===== config.mk =====
export PLATFORM = sky130hd
export DESIGN_NAME = nst_engine
export DESIGN_NICKNAME = d
export VERILOG_FILES = /design/src/sv/nested_section_self_timer_macros.svh /design/src/sv/nst_pkg.sv /design/src/sv/nst_engine.sv
export SDC_FILE = /design/constraint.sdc
export NUM_CORES = 1
export LEC_CHECK = 0
export BUFFER_PORTS_ARGS = -buffer_cell sky130_fd_sc_hd__buf_2
export CAP_MARGIN = 20
export CELL_PAD_IN_SITES_DETAIL_PLACEMENT = 1
export CELL_PAD_IN_SITES_GLOBAL_PLACEMENT = 2
export CORE_MARGIN = 8
export CORE_UTILIZATION = 34
export DETAILED_ROUTE_END_ITERATION = 16
export GPL_ROUTABILITY_DRIVEN = 0
export GPL_TIMING_DRIVEN = 0
export PLACE_DENSITY_LB_ADDON = 0.12
export SYNTH_ARGS = -nofsm -noshare
export SYNTH_HDL_FRONTEND = slang
export SYNTH_SLANG_ARGS = --single-unit

===== constraint.sdc =====
create_clock -name i_clk -period 24.6 [get_ports i_clk]
set_clock_uncertainty 0.2 [all_clocks]
set_input_delay 4.92 -clock i_clk [delete_from_list [all_inputs] [get_ports i_clk]]
set_output_delay 4.92 -clock i_clk [all_outputs]
set_load 0.03 [all_outputs]

===== src/sv/nested_section_self_timer_macros.svh =====
// Assertion macros for the profiler RTL.
`ifndef NESTED_SECTION_SELF_TIMER_MACROS_SVH
`define NESTED_SECTION_SELF_TIMER_MACROS_SVH

// Same-cycle implication, checked outside reset.
`define NST_ASSERT_IMP(lbl, clk, rst_n, ante, cons) \
    lbl: assert property (@(posedge clk) disable iff (!(rst_n)) (ante) |-> (cons)) \
        else $error("nst assertion failed: same-cycle implication");

// Next-cycle implication, checked outside reset.
`define NST_ASSERT_NXT(lbl, clk, rst_n, ante, cons) \
    lbl: assert property (@(posedge clk) disable iff (!(rst_n)) (ante) |=> (cons)) \
        else $error("nst assertion failed: next-cycle implication");

`endif


===== src/sv/nst_pkg.sv =====
// Shared types and constants of the nested section self-time profiler.
package nst_pkg;

    localparam logic [15:0] DROP_MAX = 16'hFFFF;

    typedef enum logic [1:0] {
        CMD_RESET = 2'd0,
        CMD_BEGIN = 2'd1,
        CMD_END   = 2'd2
    } t_cmd;

    // command code with no meaning: consumed without a result
    localparam logic [1:0] CMD_UNUSED = 2'd3;

    typedef enum logic [2:0] {
        ST_PUSHED    = 3'd0,
        ST_CLOSED    = 3'd1,
        ST_DROPPED   = 3'd2,
        ST_ABSORBED  = 3'd3,
        ST_UNMATCHED = 3'd4,
        ST_RESET     = 3'd5
    } t_status;

    // one registered input event
    typedef struct packed {
        logic [1:0]  command;
        logic [15:0] section_id;
        logic [63:0] timestamp;
    } t_event;

    // one result item
    typedef struct packed {
        t_status     status;
        logic [15:0] closed_id;
        logic [6:0]  closed_depth;
        logic [63:0] elapsed_time;
        logic [63:0] self_time;
        logic        overflow_seen;
    } t_result;

endpackage


===== src/sv/nst_engine.sv =====
// Event engine: stack state, top-of-stack registers and per-event result logic.
module nst_engine #(
    parameter int STACK_DEPTH = 64,
    parameter int ID_WIDTH    = 16,
    localparam int AW         = $clog2(STACK_DEPTH),
    localparam int EW         = ID_WIDTH + 128
) (
    input  logic             i_clk,
    input  logic             i_rst_n,
    input  logic             i_fire,
    input  nst_pkg::t_event  i_evt,
    output nst_pkg::t_result o_res,
    output logic             o_res_vld,
    output logic             o_we,
    output logic [AW-1:0]    o_waddr,
    output logic [EW-1:0]    o_wdata,
    output logic [AW-1:0]    o_raddr,
    input  logic [EW-1:0]    i_below
);
    import nst_pkg::*;

    localparam int CW = $clog2(STACK_DEPTH + 1);

    logic [CW-1:0]       r_count, n_count;
    logic [15:0]         r_dropped, n_dropped;
    logic                r_ovf, n_ovf;
    logic [ID_WIDTH-1:0] r_top_id, n_top_id;
    logic [63:0]         r_top_start, n_top_start;
    logic [63:0]         r_top_child, n_top_child;
    logic                top_load;

    logic [ID_WIDTH-1:0] b_id;
    logic [63:0]         b_start, b_child;
    logic [63:0]         elapsed, self_t;

    assign {b_id, b_start, b_child} = i_below;

    // close arithmetic, clamped at zero
    assign elapsed = (i_evt.timestamp >= r_top_start) ? i_evt.timestamp - r_top_start : 64'd0;
    assign self_t  = (elapsed >= r_top_child) ? elapsed - r_top_child : 64'd0;

    // next state and result
    always_comb begin
        n_count     = r_count;
        n_dropped   = r_dropped;
        n_ovf       = r_ovf;
        n_top_id    = r_top_id;
        n_top_start = r_top_start;
        n_top_child = r_top_child;
        top_load    = 1'b0;
        o_we        = 1'b0;
        o_waddr     = AW'(r_count - CW'(1));
        o_wdata     = {r_top_id, r_top_start, r_top_child};
        o_res       = '0;
        o_res_vld   = 1'b0;
        unique case (i_evt.command)
            CMD_RESET: begin
                n_count   = '0;
                n_dropped = '0;
                n_ovf     = 1'b0;
                o_res_vld = 1'b1;
                o_res.status = ST_RESET;
            end
            CMD_BEGIN: begin
                o_res_vld = 1'b1;
                if (r_count == CW'(STACK_DEPTH)) begin
                    if (r_dropped != DROP_MAX) begin
                        n_dropped = r_dropped + 16'd1;
                    end
                    n_ovf        = 1'b1;
                    o_res.status = ST_DROPPED;
                end else begin
                    // old top moves into the memory, new entry becomes top
                    o_we        = (r_count != '0);
                    top_load    = 1'b1;
                    n_top_id    = ID_WIDTH'(i_evt.section_id);
                    n_top_start = i_evt.timestamp;
                    n_top_child = '0;
                    n_count     = r_count + CW'(1);
                    o_res.status = ST_PUSHED;
                end
            end
            CMD_END: begin
                o_res_vld = 1'b1;
                if (r_dropped != '0) begin
                    n_dropped    = r_dropped - 16'd1;
                    o_res.status = ST_ABSORBED;
                end else if (r_count == '0) begin
                    n_ovf        = 1'b1;
                    o_res.status = ST_UNMATCHED;
                end else begin
                    // parent comes up from the prefetched entry with its child time grown
                    n_count     = r_count - CW'(1);
                    top_load    = 1'b1;
                    n_top_id    = b_id;
                    n_top_start = b_start;
                    n_top_child = b_child + elapsed;
                    o_res.status       = ST_CLOSED;
                    o_res.closed_id    = 16'(r_top_id);
                    o_res.closed_depth = 7'(r_count);
                    o_res.elapsed_time = elapsed;
                    o_res.self_time    = self_t;
                end
            end
            default: begin
                o_res_vld = 1'b0;
            end
        endcase
        o_res.overflow_seen = n_ovf;
        if (!i_fire) begin
            o_we      = 1'b0;
            o_res_vld = 1'b0;
            n_count   = r_count;
        end
    end

    // keep the entry just below the top prefetched
    assign o_raddr = AW'(n_count - CW'(2));

    // control state
    always_ff @(posedge i_clk) begin
        if (!i_rst_n) begin
            r_count   <= '0;
            r_dropped <= '0;
            r_ovf     <= 1'b0;
        end else if (i_fire) begin
            r_count   <= n_count;
            r_dropped <= n_dropped;
            r_ovf     <= n_ovf;
        end
    end

    // top-of-stack payload
    always_ff @(posedge i_clk) begin
        if (i_fire && top_load) begin
            r_top_id    <= n_top_id;
            r_top_start <= n_top_start;
            r_top_child <= n_top_child;
        end
    end

endmodule


==> flow_summary.html <==
<table>
<tr><th>Metric</th><th>Value</th></tr>
<tr><th colspan="2">Outcome</th></tr>
<tr><td>Result of the run</td><td>completed</td></tr>
<tr><th colspan="2">Global route</th></tr>
<tr><td>Total overflow reported by the global router</td><td>0</td></tr>
<tr><td>First-pass GRT wire length</td><td>141 mm</td></tr>
<tr><td>Via count of the first global-routing pass</td><td>23.1k</td></tr>
<tr><td>All-Layer GR Usage</td><td>26.1%</td></tr>
<tr><td>Pin count of the biggest net entering global routing</td><td>64</td></tr>
<tr><td>Initial antenna violation count</td><td>5</td></tr>
<tr><th colspan="2">Power</th></tr>
<tr><td>Switching power share of the total</td><td>42.2%</td></tr>
<tr><td>Cell-internal power</td><td>700 uW</td></tr>
<tr><td>Peak supply drop</td><td>0.0578 mV</td></tr>
<tr><td>Psw</td><td>512 uW</td></tr>
<tr><td>Logic gate share of total power</td><td>47.9%</td></tr>
<tr><td>PwrDens</td><td>48.2 nW/um^2</td></tr>
<tr><td>Share of total power in the clock network</td><td>24.7%</td></tr>
<tr><td>Part of the total power dissipated in sequential elements</td><td>27.3%</td></tr>
<tr><td>Static power due to leakage</td><td>12.2 nW</td></tr>
<tr><td>Total chip power</td><td>1.21 mW</td></tr>
<tr><th colspan="2">Drt</th></tr>
<tr><td>Per-cell via count in the routed design</td><td>5.46</td></tr>
<tr><td>Routed wirelength normalized by instance count</td><td>23.7 um</td></tr>
<tr><td>Initial drt markers</td><td>1287</td></tr>
<tr><td>Post-detailed-route DRC marker count</td><td>0</td></tr>
<tr><td>Routed via count</td><td>21.8k</td></tr>
<tr><td>Post-route antenna net violation count</td><td>0</td></tr>
<tr><td>Wire length reported by the detailed router</td><td>94.3 mm</td></tr>
<tr><td>Pre-antenna DRT Iters</td><td>5</td></tr>
<tr><th colspan="2">Clocking</th></tr>
<tr><td># clock sinks</td><td>168</td></tr>
<tr><td>Maximum clock path buffer count</td><td>2</td></tr>
<tr><td>CTS tree</td><td>built</td></tr>
<tr><td>Clock root buffer</td><td>clkbuf_16</td></tr>
<tr><td>Htree depth</td><td>4</td></tr>
<tr><td>Clk_lat worst skew</td><td>510 ps</td></tr>
<tr><td>Count of hold-fix buffers inserted at cts</td><td>0</td></tr>
<tr><td>Clock buffer count from CTS</td><td>17</td></tr>
<tr><td>CTS-repair resized insts</td><td>0</td></tr>
<tr><td>Count of buffers added by post-CTS timing repair for setup</td><td>0</td></tr>
<tr><td>Clock transition at the registers of the reported paths</td><td>80 ps</td></tr>
<tr><th colspan="2">Worst setup path</th></tr>
<tr><td>Register-to-Register Setup Slack</td><td>16740 ps</td></tr>
<tr><td>Arrival time at the worst endpoint</td><td>13060 ps</td></tr>
<tr><td>Required time at the endpoint of the critical path</td><td>19480 ps</td></tr>
<tr><td>Worst stage delay on the critical path</td><td>660 ps</td></tr>
<tr><td>Capturing element type of the critical path</td><td>output pin</td></tr>
<tr><td>CP startpoint kind</td><td>input pin</td></tr>
<tr><td>Worst-path maximum fanout</td><td>10</td></tr>
<tr><td>Class of the most critical setup path</td><td>in2out</td></tr>
<tr><td>Most common cell type on the critical path</td><td>clkbuf_1</td></tr>
<tr><td>Critical Path Source</td><td>i_evt[0]</td></tr>
<tr><td>Slowest cell on the critical path</td><td>clkbuf_1</td></tr>
<tr><td>Reg-to-reg startpoint</td><td>r_top_start[34]</td></tr>
<tr><th colspan="2">Synthesis</th></tr>
<tr><td>Syn_nets</td><td>3066</td></tr>
<tr><td>Number of enable-type register cells in the synthesized netlist</td><td>144</td></tr>
<tr><td>Area fraction of the dominant cell type after synthesis</td><td>20.8%</td></tr>
<tr><td>Syn_area_per_cell</td><td>7.92 sq um</td></tr>
<tr><td>Mapped cell area</td><td>20700 sq um</td></tr>
<tr><td>Most instantiated flip-flop cell in the synthesis netlist</td><td>edfxtp_1</td></tr>
<tr><td>Share of flip-flops with an asynchronous set or reset after synthesis</td><td>0%</td></tr>
<tr><td>Synthesis warning total</td><td>0</td></tr>
<tr><td>Distinct cells, synth</td><td>87</td></tr>
<tr><td>Leading area contributor after synthesis</td><td>edfxtp_1</td></tr>
<tr><td>Most used standard cells in the synthesized netlist</td><td>nor2_1, a21oi_1, ha_1, inv_1, nand2_1</td></tr>
<tr><td>Most repeated cell in the gate-level netlist after synthesis</td><td>nor2_1</td></tr>
<tr><td>Post-synthesis register bit count</td><td>168</td></tr>
<tr><td>Cells after Synth</td><td>2619</td></tr>
<tr><td>Cells taking the most area after synthesis</td><td>edfxtp_1, ha_1, a21oi_1</td></tr>
<tr><td>Share of the yosys chip area belonging to registers</td><td>23.2%</td></tr>
<tr><th colspan="2">Run</th></tr>
<tr><td>Max_cap viols</td><td>0</td></tr>
<tr><th colspan="2">Timing</th></tr>
<tr><td>Time the worst path needs with I/O delays and setup</td><td>18180 ps</td></tr>
<tr><td>Total of endpoints with negative setup slack in the final report</td><td>0</td></tr>
<tr><td>Slew at the pin closest to its max-slew limit</td><td>1170 ps</td></tr>
<tr><td>Slew margin rel.</td><td>22.3%</td></tr>
<tr><td>Part of the cycle the worst path needs</td><td>73.9%</td></tr>
<tr><td>Hold Violations, Final</td><td>0</td></tr>
<tr><td>Max Fclk</td><td>55.0 MHz</td></tr>
<tr><td>Aggregate negative setup slack</td><td>0 ps</td></tr>
<tr><td>Number of pins with negative max-slew slack in the final report</td><td>0</td></tr>
<tr><td>Setup repair after global routing missed its margin</td><td>false</td></tr>
<tr><th colspan="2">Min path</th></tr>
<tr><td>Hold/Removal Path Class</td><td>reg2reg</td></tr>
<tr><td>Min-Delay Startpoint</td><td>r_ovf</td></tr>
<tr><th colspan="2">Floorplanning</th></tr>
<tr><td>Placeable core region</td><td>60400 sq um</td></tr>
<tr><td>Boundary Pins</td><td>542</td></tr>
<tr><td>Total die area</td><td>69200 sq um</td></tr>
<tr><td>Initial core utilization</td><td>34.4%</td></tr>
<tr><td>Overall die height</td><td>263 um</td></tr>
<tr><td>Die Span X</td><td>263 um</td></tr>
<tr><td>Row cnt</td><td>90</td></tr>
<tr><th colspan="2">Finish</th></tr>
<tr><td>Layout cells sized above 1</td><td>22.1%</td></tr>
<tr><td>Total of fill cells in the finished design</td><td>7533</td></tr>
<tr><td>Number of nets in the layout</td><td>3632</td></tr>
<tr><td>Area growth, synth to finish</td><td>21.3%</td></tr>
<tr><td>Post-route core utilization</td><td>41.7%</td></tr>
<tr><th colspan="2">Place</th></tr>
<tr><td>Buffers added on ports</td><td>541</td></tr>
<tr><td>Final HPWL from detailed placement</td><td>81.9 mm</td></tr>
</table>
-- per-layer routing --
layer  wire (um)  track usage [%]  vias to the layer above
met5           0                0                        -
met4        3110             8.95                        0
met2       45100             45.1                      545
li1            -                -                    10600
met1       41700             32.6                    10500
met3        4450             4.47                      120
-- worst paths after layout --
check / end / depth (start not counted)
max: o_res[59] / 28
min: r_ovf / 2
max reg2reg: r_top_child[56] / 25
min reg2reg: r_ovf / 2
-- state kept, by name (all words and copies together), names as in the netlist --
register and count:
r_dropped 16, r_top_child 64, r_top_start 64, r_ovf 1, r_top_id 16, r_count 7
-- placed cells by master (no fill, tap or decap), types with 72 or more instances in the layout --
master	Yosys	routed
clkbuf_1	103	104
o21ai_0	120	120
nor2_1	279	279
ha_1	214	214
xnor2_1	120	120
a21o_1	104	104
mux2_2	79	79
edfxtp_1	144	144
inv_1	194	194
nand2_1	170	170
xor2_1	72	72
and3_1	73	73
a21oi_1	254	254
buf_2	3	544
-- cell families after synthesis --
family          synth area share (%)
compound gates                  23.1
xor+xnor                        8.11
fa+ha+maj                       13.3
buf+inv                         6.72
flops                           23.2
mux                             4.58
simple gates                    21.1
-- final cells by class --
cell class                 count  area (sq um)  area share, %
multi-input combinational   2130         14600           57.8
sequential                   168          4800           19.1
timing repair buffer         547          2820           11.2
tap                          782           978           3.89
inverter                     195           732           2.91
buffer                       126           662           2.63
clock buffer                  18           429           1.71
clock inverter                14           185          0.736
antenna                        2          5.00         0.0199
-- critical path, delay by kind of cell --
family	cells	cell delay, ps
adders and majority gates	3	890
AOI/OAI and AO/OA	12	3560
and+or+nand+nor	4	1180
buffers and inverters	9	2480
-- per-stage QoR --
step	area (sq um)	setup WS [ps]	hold WS (ps)	instances
after floorplan	20700	8920	262	2619
after global placement	24400	6020	278	3942
after detailed placement	24500	6260	286	3948
after CTS	25200	6240	300	3980
after global routing	25200	5850	351	3982
final	25200	6420	300	3982
-- power groups by stage --
stage	combinational, mW	clock, mW	sequential (mW)
floorplan	0.382	0	0.353
global placement	0.561	0	0.340
detailed placement	0.574	0	0.338
CTS	0.577	0.308	0.332
global route	0.634	0.315	0.332
finish	0.581	0.300	0.331
No activity file was read; power rests on OpenSTA's default activity.
